===== src/rtl/ndefrp_pkg.sv =====
`timescale 1ns / 1ps
`default_nettype none
// ---------------------------------------------------------------------------
// NDEF record parser package
// Shared widths, header flag bits, result status codes and helpers.
// ---------------------------------------------------------------------------
package ndefrp_pkg;

   // Default size of the message buffer in bytes
   localparam longint unsigned BUFFER_BYTES_DEF = 64'd65536;

   // Record limit after reset
   localparam logic [7:0] MAX_RECORDS_RST = 8'd16;

   // Width of the remaining-bytes counter (type + id + payload lengths)
   localparam int unsigned SKIP_W = 33;

   // Record header flag bit positions
   localparam int unsigned FLAG_MB = 7;
   localparam int unsigned FLAG_ME = 6;
   localparam int unsigned FLAG_SR = 4;
   localparam int unsigned FLAG_IL = 3;

   // Result status codes
   typedef enum logic [1:0] {
      ST_RECORD    = 2'd0,
      ST_FINAL     = 2'd1,
      ST_FMT_ERR   = 2'd2,
      ST_TRUNCATED = 2'd3
   } status_type;

   // Clamp an offset to 16 bits
   function automatic logic [15:0] sat16(input logic [63:0] v);
      logic [15:0] r;
      r = (v[63:16] != '0) ? 16'hFFFF : v[15:0];
      return r;
   endfunction

endpackage
`default_nettype wire


===== src/rtl/ndef_record_parser.sv =====
`timescale 1ns / 1ps
`default_nettype none
// ---------------------------------------------------------------------------
// NDEF record parser
// Walks an NDEF message one byte per word, decodes each record header,
// reports lengths and offsets per record and checks the MB/ME/count rules and the buffer bound.
// ---------------------------------------------------------------------------
//  Channel   Dir   Handshake           Contents
//  req_      in    tvalid/tready       tdata: data_byte; tlast: last_byte
//  rsp_      out   tvalid/tready       tuser: status; tdata: record fields
//  csr_      in    we (no wait)        wdata: max_records
//
//  One input word per cycle; the header decoder and offset adders sit
//  between the parser state registers and the result register.
//  A result is registered and appears in the cycle after the word that completes it.
//  The input stalls only while a result is held and rsp_tready is low.
//  Synchronous reset clears the parser state and sets max_records to 16.
// ---------------------------------------------------------------------------
module ndef_record_parser #(
   parameter longint unsigned BUFFER_BYTES = ndefrp_pkg::BUFFER_BYTES_DEF
) (
   input  wire logic         clock,
   input  wire logic         reset,
   // input stream
   input  wire logic         req_tvalid,
   output logic              req_tready,
   input  wire logic [7:0]   req_tdata,   // [7:0] data_byte
   input  wire logic         req_tlast,   // last_byte
   // result stream
   output logic              rsp_tvalid,
   input  wire logic         rsp_tready,
   output logic [127:0]      rsp_tdata,   // [7:0] record_index, [15:8] header_flags,
                                          // [23:16] type_length, [31:24] id_length,
                                          // [63:32] payload_length, [79:64] type_offset,
                                          // [95:80] id_offset, [111:96] payload_offset,
                                          // [127:112] end_offset
   output logic [1:0]        rsp_tuser,   // [1:0] status
   // configuration
   input  wire logic         csr_we,
   input  wire logic [7:0]   csr_wdata    // max_records
);

   // Byte position must reach a little past the end of the buffer
   localparam int unsigned POS_W = $clog2(BUFFER_BYTES + 64'd16);
   localparam int unsigned OFF_W = ((POS_W > 32) ? POS_W : 32) + 3;
   localparam int unsigned SKIP_W = ndefrp_pkg::SKIP_W;

   typedef enum logic [2:0] {
      PH_HEADER,
      PH_TYPELEN,
      PH_PAYLEN,
      PH_IDLEN,
      PH_SKIP
   } phase_type;

   // Parser state
   phase_type           phase_ff, phase_in;
   logic [7:0]          hdr_ff, hdr_in;
   logic [7:0]          tlen_ff, tlen_in;
   logic [7:0]          ilen_ff, ilen_in;
   logic [31:0]         plen_ff, plen_in;
   logic [1:0]          lcnt_ff, lcnt_in;
   logic [POS_W-1:0]    pos_ff, pos_in;
   logic [SKIP_W-1:0]   skip_ff, skip_in;
   logic [7:0]          recs_ff, recs_in;
   logic                done_ff, done_in;
   logic [7:0]          max_recs_ff;

   // Result register
   logic                rsp_valid_ff;
   logic                rsp_load;
   logic [1:0]          rsp_status_in, rsp_status_ff;
   logic [127:0]        rsp_data_in, rsp_data_ff;

   logic                req_fire;
   logic                partial;
   logic                finish;
   logic [1:0]          fin_status;
   logic [OFF_W-1:0]    t_off, i_off, p_off, e_off;

   assign req_tready = !rsp_valid_ff || rsp_tready;
   assign req_fire   = req_tvalid && req_tready;
   assign rsp_tvalid = rsp_valid_ff;
   assign rsp_tdata  = rsp_data_ff;
   assign rsp_tuser  = rsp_status_ff;

   // Decode one byte and build the next state and result
   always_comb begin
      phase_in      = phase_ff;
      hdr_in        = hdr_ff;
      tlen_in       = tlen_ff;
      ilen_in       = ilen_ff;
      plen_in       = plen_ff;
      lcnt_in       = lcnt_ff;
      pos_in        = pos_ff;
      skip_in       = skip_ff;
      recs_in       = recs_ff;
      done_in       = done_ff;
      rsp_load      = 1'b0;
      rsp_status_in = ndefrp_pkg::ST_RECORD;
      rsp_data_in   = '0;
      partial       = 1'b0;
      finish        = 1'b0;
      fin_status    = ndefrp_pkg::ST_RECORD;
      t_off         = '0;
      i_off         = '0;
      p_off         = '0;
      e_off         = '0;

      if (req_fire && !done_ff) begin
         pos_in = pos_ff + POS_W'(1);
         unique case (phase_ff)
            PH_HEADER: begin
               hdr_in   = req_tdata;
               tlen_in  = '0;
               ilen_in  = '0;
               plen_in  = '0;
               lcnt_in  = '0;
               phase_in = PH_TYPELEN;
               partial  = 1'b1;
            end
            PH_TYPELEN: begin
               tlen_in  = req_tdata;
               phase_in = PH_PAYLEN;
               partial  = 1'b1;
            end
            PH_PAYLEN: begin
               plen_in = {plen_ff[23:0], req_tdata};
               if (hdr_ff[ndefrp_pkg::FLAG_SR] || lcnt_ff == 2'd3) begin
                  lcnt_in = '0;
                  if (hdr_ff[ndefrp_pkg::FLAG_IL]) begin
                     phase_in = PH_IDLEN;
                     partial  = 1'b1;
                  end else begin
                     finish = 1'b1;
                  end
               end else begin
                  lcnt_in = lcnt_ff + 2'd1;
                  partial = 1'b1;
               end
            end
            PH_IDLEN: begin
               ilen_in = req_tdata;
               finish  = 1'b1;
            end
            PH_SKIP: begin
               skip_in = skip_ff - SKIP_W'(1);
               if (skip_ff == SKIP_W'(1)) begin
                  phase_in = PH_HEADER;
               end
               // buffer ended inside the record body
               if (req_tlast) begin
                  rsp_load           = 1'b1;
                  rsp_status_in      = ndefrp_pkg::ST_FMT_ERR;
                  rsp_data_in[7:0]   = recs_ff;
               end
            end
            default: begin
               phase_in = PH_HEADER;
            end
         endcase

         // Buffer ended before the header was complete
         if (partial && req_tlast) begin
            rsp_load            = 1'b1;
            rsp_status_in       = ndefrp_pkg::ST_TRUNCATED;
            rsp_data_in[7:0]    = recs_ff;
            rsp_data_in[15:8]   = hdr_in;
            rsp_data_in[23:16]  = tlen_in;
            rsp_data_in[31:24]  = ilen_in;
            rsp_data_in[63:32]  = plen_in;
         end

         // Header complete: offsets, rule checks and report
         if (finish) begin
            t_off = OFF_W'(pos_ff) + OFF_W'(1);
            i_off = t_off + OFF_W'(tlen_in);
            p_off = i_off + OFF_W'(ilen_in);
            e_off = p_off + OFF_W'(plen_in);
            priority if (recs_ff == 8'd0 && !hdr_in[ndefrp_pkg::FLAG_MB]) begin
               fin_status = ndefrp_pkg::ST_FMT_ERR;
            end else if (recs_ff != 8'd0 && hdr_in[ndefrp_pkg::FLAG_MB]) begin
               fin_status = ndefrp_pkg::ST_FMT_ERR;
            end else if (recs_ff >= max_recs_ff) begin
               fin_status = ndefrp_pkg::ST_FMT_ERR;
            end else if (e_off > OFF_W'(BUFFER_BYTES)) begin
               fin_status = ndefrp_pkg::ST_TRUNCATED;
            end else if (hdr_in[ndefrp_pkg::FLAG_ME]) begin
               fin_status = ndefrp_pkg::ST_FINAL;
            end else if (req_tlast) begin
               fin_status = ndefrp_pkg::ST_FMT_ERR;
            end else begin
               fin_status = ndefrp_pkg::ST_RECORD;
            end

            rsp_load             = 1'b1;
            rsp_status_in        = fin_status;
            rsp_data_in[7:0]     = recs_ff;
            rsp_data_in[15:8]    = hdr_in;
            rsp_data_in[23:16]   = tlen_in;
            rsp_data_in[31:24]   = ilen_in;
            rsp_data_in[63:32]   = plen_in;
            rsp_data_in[79:64]   = ndefrp_pkg::sat16(64'(t_off));
            rsp_data_in[95:80]   = ndefrp_pkg::sat16(64'(i_off));
            rsp_data_in[111:96]  = ndefrp_pkg::sat16(64'(p_off));
            rsp_data_in[127:112] = ndefrp_pkg::sat16(64'(e_off));

            if (!req_tlast) begin
               if (fin_status == ndefrp_pkg::ST_RECORD) begin
                  recs_in  = recs_ff + 8'd1;
                  skip_in  = SKIP_W'(tlen_in) + SKIP_W'(ilen_in) + SKIP_W'(plen_in);
                  phase_in = (skip_in != '0) ? PH_SKIP : PH_HEADER;
               end else begin
                  done_in = 1'b1;
               end
            end
         end
      end

      // A last word always starts a fresh message
      if (req_fire && req_tlast) begin
         phase_in = PH_HEADER;
         hdr_in   = '0;
         tlen_in  = '0;
         ilen_in  = '0;
         plen_in  = '0;
         lcnt_in  = '0;
         pos_in   = '0;
         skip_in  = '0;
         recs_in  = '0;
         done_in  = 1'b0;
      end
   end

   // Hold parser state, configuration and result
   always_ff @(posedge clock) begin
      if (reset) begin
         phase_ff     <= PH_HEADER;
         hdr_ff       <= '0;
         tlen_ff      <= '0;
         ilen_ff      <= '0;
         plen_ff      <= '0;
         lcnt_ff      <= '0;
         pos_ff       <= '0;
         skip_ff      <= '0;
         recs_ff      <= '0;
         done_ff      <= 1'b0;
         max_recs_ff  <= ndefrp_pkg::MAX_RECORDS_RST;
         rsp_valid_ff <= 1'b0;
      end else begin
         phase_ff <= phase_in;
         hdr_ff   <= hdr_in;
         tlen_ff  <= tlen_in;
         ilen_ff  <= ilen_in;
         plen_ff  <= plen_in;
         lcnt_ff  <= lcnt_in;
         pos_ff   <= pos_in;
         skip_ff  <= skip_in;
         recs_ff  <= recs_in;
         done_ff  <= done_in;
         if (csr_we) begin
            max_recs_ff <= csr_wdata;
         end
         if (rsp_load) begin
            rsp_valid_ff <= 1'b1;
         end else if (rsp_tready) begin
            rsp_valid_ff <= 1'b0;
         end
      end
   end

   // Result payload
   always_ff @(posedge clock) begin
      if (rsp_load) begin
         rsp_status_ff <= rsp_status_in;
         rsp_data_ff   <= rsp_data_in;
      end
   end

   // Skipping always has bytes left to drop
   a_skip_nonzero: assert property (@(posedge clock) disable iff (reset)
      (phase_ff == PH_SKIP) |-> (skip_ff != '0))
      else $error("skip phase with empty byte count");

   // Bytes of a finished message never produce a result
   a_done_silent: assert property (@(posedge clock) disable iff (reset)
      (req_fire && done_ff) |-> !rsp_load)
      else $error("result produced after message end");

   // A last word restarts the parser
   a_last_restart: assert property (@(posedge clock) disable iff (reset)
      (req_fire && req_tlast) |=> (pos_ff == '0 && recs_ff == 8'd0 && !done_ff
                                   && phase_ff == PH_HEADER))
      else $error("parser not restarted after last word");

endmodule
`default_nettype wire

===== config.mk =====
export PLATFORM = sky130hd
export DESIGN_NAME = ndef_record_parser
export DESIGN_NICKNAME = d
export VERILOG_FILES = /design/src/rtl/ndefrp_pkg.sv /design/src/rtl/ndef_record_parser.sv
export SDC_FILE = /design/constraint.sdc
export NUM_CORES = 1
export LEC_CHECK = 0
export BUFFER_PORTS_ARGS = -buffer_cell sky130_fd_sc_hd__buf_2
export CAP_MARGIN = 10
export CORE_MARGIN = 2
export CORE_UTILIZATION = 55
export CTS_CLUSTER_SIZE = 14
export DETAILED_ROUTE_END_ITERATION = 12
export GPL_TIMING_DRIVEN = 1
export PLACE_DENSITY = 0.73
export SLEW_MARGIN = 5
export SYNTH_ARGS = -nofsm -noshare
export SYNTH_HDL_FRONTEND = slang
export SYNTH_SLANG_ARGS = --single-unit

===== constraint.sdc =====
create_clock -name clock -period 26.1 [get_ports clock]
set_input_delay 5.22 -clock clock [delete_from_list [all_inputs] [get_ports clock]]
set_output_delay 5.22 -clock clock [all_outputs]
set_load 0.05 [all_outputs]

=== Yosys cells after proc, flatten, opt, wreduce, memory -nomap -nowiden ===
Cells that the tools add are included.

* $add $sub $neg: 10
* Magnitude comparators: 2
* Equality and inequality tests: 6
* Bitwise gates (word level): 2
* Reductions and logical operators: 28
* Multiplexer cells: 56

{| class="wikitable"
|+ Operators by type and width
! operator !! count
|-
| $mux 33 || 4
|-
| $mux 64 || 2
|-
| $reduce_bool 19->1 || 4
|-
| $mux 16 || 4
|-
| $pmux 32 s2 || 1
|-
| $mux 8 || 6
|-
| $add 20x32->33 || 1
|-
| $add 9x32->33 || 1
|-
| $eq 33x1->1 const B || 1
|-
| $gt 33x17->1 const B || 1
|-
| $reduce_bool 33->1 || 1
|-
| $sub 33x1->33 const B || 1
|-
| $mux 32 || 1
|-
| $pmux 8 s2 || 2
|-
| $mux 2 || 12
|-
| $mux 3 || 7
|-
| $add 19x8->20 || 1
|-
| $add 18x8->19 || 1
|-
| $add 17x1->18 const B || 1
|-
| $add 17x1->17 const B || 1
|-
| $pmux 3 s5 || 1
|-
| $mux 1 || 13
|-
| $add 8x8->9 || 1
|-
| $add 8x1->8 const B || 1
|-
| 20 further kinds || 35
|}

* Logic and storage cells: 119
* Register bits: 259
* Output and inout bits: 132

=== Logic depth before layout (Yosys ltp) ===
* Depth after elaboration: 19
* Gate-level depth with buffers: 40

=== Least setup slack after synthesis ===
Ideal clock, no wire load.

* Kind: input -> register
* From: input port rsp_tready
* To: register rsp_status_ff[1] (netlist: rsp_tuser[1]), data pin
* Library setup time: 0.188 ns
* Arrival time: 13.027 ns
* Stages on the path: 8
* Setup slack: 12.885 ns
* Buffers on the path: 2
* Cell sequence: nand2b_1 -> nand2_1 -> or2_2 -> clkbuf_1 -> clkbuf_1 -> nor2_1 -> inv_1 -> a31oi_1

* Cells in the longest elaborated chain, start to end: 3

{| class="wikitable"
|+ Ends and longest elaborated chain
! what !! line !! source
|-
| from (decl) || ndef_record_parser.sv:31 || <nowiki>input wire logic rsp_tready,</nowiki>
|-
| $logic_or 1x1->1 || ndef_record_parser.sv:81 || <nowiki>assign req_tready = !rsp_valid_ff || rsp_tready;</nowiki>
|-
| $logic_and 1x1->1 || ndef_record_parser.sv:82 || <nowiki>assign req_fire = req_tvalid && req_tready;</nowiki>
|-
| $logic_and 1x1->1 || ndef_record_parser.sv:110 || <nowiki>if (req_fire && !done_ff) begin</nowiki>
|-
| to (signal assigned) || ndef_record_parser.sv:275 || <nowiki>rsp_status_ff <= rsp_status_in;</nowiki>
|-
| to (decl) || ndef_record_parser.sv:72 || <nowiki>logic [1:0] rsp_status_in, rsp_status_ff;</nowiki>
|}

Every way passes these cells.
A chain may end at the register's enable or synchronous reset.

=== Final worst setup path ===
* From: input port req_tdata[1]
* To: register skip_ff[8]

* Cells in the longest elaborated chain, start to end: 16
* Elaborated cells on any way between the ends: 22
* Classes of those cells: add/sub: 5; order compare: 1; mux: 15; reduce/logical: 1

{| class="wikitable"
|+ Ends and longest elaborated chain
! what !! line !! source
|-
| from (decl) || ndef_record_parser.sv:27 || <nowiki>input wire logic [7:0] req_tdata,</nowiki>
|-
| $pmux 8 s2 || ndef_record_parser.sv:112 || <nowiki>unique case (phase_ff)</nowiki>
|-
| $mux 8 || ndef_record_parser.sv:110 ||
|-
| $add 18x8->19 || ndef_record_parser.sv:177 || <nowiki>i_off = t_off + OFF_W'(tlen_in);</nowiki>
|-
| $add 19x8->20 || ndef_record_parser.sv:178 || <nowiki>p_off = i_off + OFF_W'(ilen_in);</nowiki>
|-
| $add 20x32->33 || ndef_record_parser.sv:179 || <nowiki>e_off = p_off + OFF_W'(plen_in);</nowiki>
|-
| $gt 33x17->1 || ndef_record_parser.sv:186 || <nowiki>end else if (e_off > OFF_W'(BUFFER_BYTES)) begin</nowiki>
|-
| $mux 2 || ndef_record_parser.sv:186 ||
|-
| $mux 2 || ndef_record_parser.sv:184 || <nowiki>end else if (recs_ff >= max_recs_ff) begin</nowiki>
|-
| $mux 2 || ndef_record_parser.sv:182 || <nowiki>end else if (recs_ff != 8'd0 && hdr_in[ndefrp_pkg::FLAG_MB]) begin</nowiki>
|-
| $mux 2 || ndef_record_parser.sv:180 || <nowiki>priority if (recs_ff == 8'd0 && !hdr_in[ndefrp_pkg::FLAG_MB]) begin</nowiki>
|-
| $mux 2 || ndef_record_parser.sv:175 || <nowiki>if (finish) begin</nowiki>
|-
| $mux 2 || ndef_record_parser.sv:110 ||
|-
| $logic_not 2->1 || ndef_record_parser.sv:209 || <nowiki>if (fin_status == ndefrp_pkg::ST_RECORD) begin</nowiki>
|-
| $mux 33 * || ndef_record_parser.sv:209 ||
|-
| $mux 33 * || ndef_record_parser.sv:208 || <nowiki>if (!req_tlast) begin</nowiki>
|-
| $mux 33 * || ndef_record_parser.sv:175 ||
|-
| to (signal assigned) || ndef_record_parser.sv:258 || <nowiki>skip_ff <= skip_in;</nowiki>
|-
| to (decl) || ndef_record_parser.sv:64 || <nowiki>logic [SKIP_W-1:0] skip_ff, skip_in;</nowiki>
|}

Every way passes the cells marked *; elsewhere a longest branch is shown, timed or not. The select of a mux whose other input is x is not followed.

==> impl_metrics.ini <==
[setup_path]
worst_setup_path_start_kind = input port
worstSetupEndpointType = register
crit_path_start = req_tdata[1]
path_common_cell = ha_1
cp_slowest_cell = and2_1
cp_max_fo = 12
critPathRequiredTime_ns = 26.56
rr_startpoint = phase_ff[1]
slowest_delay_ns = 0.39
r2r_slack_ns = 17.43
crit_type = in -> reg
arrival_ns = 12.57

[clock_tree]
hold_buffers = 0
clkSinkCount = 259
cts_tree = yes
clk_latency_ns = 0.58
root_buffer = clkbuf_16
cts_setup_buffers = 0
clk_path_buf_depth = 3
htreeDepth = 1
cts_resized = 0
clk_pin_slew_ns = 0.07
cts_buffers = 27

[timing]
worst_pin_slew_ns = 1.24
max_slew_margin_pct = 16.7
rsz0062_at_grt = no
finalMaxSlewViolations = 0
timing.final.crit_period_ns = 12.11
setup_viol = 0
setup_tns_ns = 0
layout_setup_ws_ns = 13.99
finalHoldViolations = 0
fmax_ghz = 0.0825
period_share_pct = 46.4
fin_skew_ns = 0.0317

[synth]
synth_area_leader_cell = edfxtp_1
ys_async_sr_fraction_pct = 0
yosysWarnings = 0
synth_cell_types = 98
ys_seq_area_share_pct = 40.8
synthTopCellsByArea = edfxtp_1, dfxtp_1, a21oi_1
synthCells = 1807
ys_ff_latch = 259
ys.flop_type = edfxtp_1
synth_top_cell_area_share_pct = 24.6
synth_area_mm2 = 0.0159
synth_area_per_cell_um2 = 8.80
synth_enable_flop_cells = 130

[global_routing]
grt_pass1_vias = 12884
grt_use_total_pct = 29.0
gr-total-overflow = 0
antenna_found_initial = 0
grt_max_degree = 81
grt_pass1_wl_um = 70700

[routing]
ant_nets = 0
drt_iter0_markers = 1510
firstDrtPassIters = 5
viasPerCell = 6.12
post_drt_wl_per_cell_um = 19.6
drc = 0
vias = 14115
wirelength_um = 45100

[finish]
diodes = 0
final_area_mm2 = 0.0177
area_growth_pct = 11.6
finalNetCount = 1993
final_common_cell = nor2_1
most-common-layout-cells = nor2_1, a21oi_1, buf_2
drive_gt1_share_pct = 13.3
final_util_pct = 62.1

[hold_path]
min-delay-path-class = reg -> reg
hp-start = hdr_ff[0]

[place]
portBuffers = 153
place_congestion = 0.940
hpwl_um = 32600
dp_slack_ns = 13.53
placed_area_mm2 = 0.0168

[pwr]
power.total_uw = 979
p_leak_uw = 0.00711
power_density_mw_per_mm2 = 55.2
ir_drop_mv = 0.0440

[die]
die_h_um = 174
core-area_mm2 = 0.0285
io_pins = 154
die_w_um = 174
rows = 62
die_area_mm2 = 0.0303
start_util_pct = 55.7

[run_status]
status = finished, final reports clean

[job]
cap_viol_max_count = 0
[final cells by class]
cell class / instances / area [um2]
Clock buffer: 36 / 739
Multi-Input combinational cell: 1345 / 8610
Inverter: 98 / 368
Sequential cell: 259 / 6490
Fill cell: 2514 / 10800
Clock inverter: 14 / 159
Tap cell: 384 / 480
Timing Repair Buffer: 170 / 893
[metrics by stage]
stage	cells	hold WS (ns)
finish	2306	0.453
global route	2306	0.467
CTS	2306	0.453
detailed placement	2256	0.445
global placement	2256	0.439
floorplan	1808	0.433
[cells in the mapped netlist, drive strengths merged (9+ instances only)]
cell type / instances
nor2b: 13
or3: 31
mux2i: 18
nor3: 43
buf: 27
o21ai: 77
dfxtp: 129
nand2: 136
nand4: 34
nor4: 34
a211oi: 20
fa: 11
o31ai: 11
xnor2: 62
clkbuf: 79
nand3: 63
and3: 26
or4: 9
inv: 98
or2: 17
o21a: 31
xor2: 37
o211ai: 13
nand2b: 10
a21oi: 166
a21o: 19
a22oi: 38
and2: 17
ha: 59
nor2: 204
a31oi: 40
edfxtp: 130
[layer usage]
layer  global-route usage (%)  vias to the layer above  routed length [um]
li1                         -                     6788                   -
met1                     41.6                     6701               20100
met2                     45.9                      553               20700
met3                     3.70                       73                3080
met4                     8.72                        0                1290
met5                        0                        -                   0
[worst max-delay path: cells and delay by family]
| kind | cells | cell delay (ns) |
|---|---|---|
| buffers and inverters | 3 | 0.49 |
| multiplexers | 1 | 0.38 |
| adder cells (fa/ha/maj) | 3 | 0.88 |
| AND/OR/NAND/NOR | 15 | 3.35 |
| XOR/XNOR | 1 | 0.20 |
| AO/OA/AOI/OAI | 8 | 2.01 |
[where the power goes]
part | leakage (uW) | internal, uW | switching [uW] | total (uW)
clock network | 0.000442 | 229 | 163 | 392
logic | 0.00434 | 31.7 | 107 | 139
registers | 0.00233 | 443 | 5.44 | 448
total | 0.00711 | 703 | 275 | 979
[path summary, 6_finish.rpt]
kind / depth (start not counted) / end
max: 31 / skip_ff[8]
min: 2 / hdr_ff[0]
max reg2reg: 33 / skip_ff[8]
min reg2reg: 2 / hdr_ff[0]
[logic make-up (layout without fill, tap and decap cells)]
family,Yosys count,after routing,synth area share (%)
compound gates,486,486,19.6
xor+xnor,99,99,5.69
fa+ha+maj,71,71,6.10
buf+inv,204,318,5.33
flops,259,259,40.8
mux,21,21,1.37
other cells,1,2,0.0236
simple gates,666,666,21.1
[registers in the layout, summed over array words and instances, names as in the netlist]
name and count:
recs_ff 8, rsp_tvalid 1, hdr_ff 8, phase_ff 3
pos_ff 17, rsp_tdata 128, ilen_ff 8, done_ff 1
skip_ff 33, plen_ff 32, lcnt_ff 2, rsp_tuser 2
max_recs_ff 8, tlen_ff 8
No activity file was read; power rests on OpenSTA's default activity.
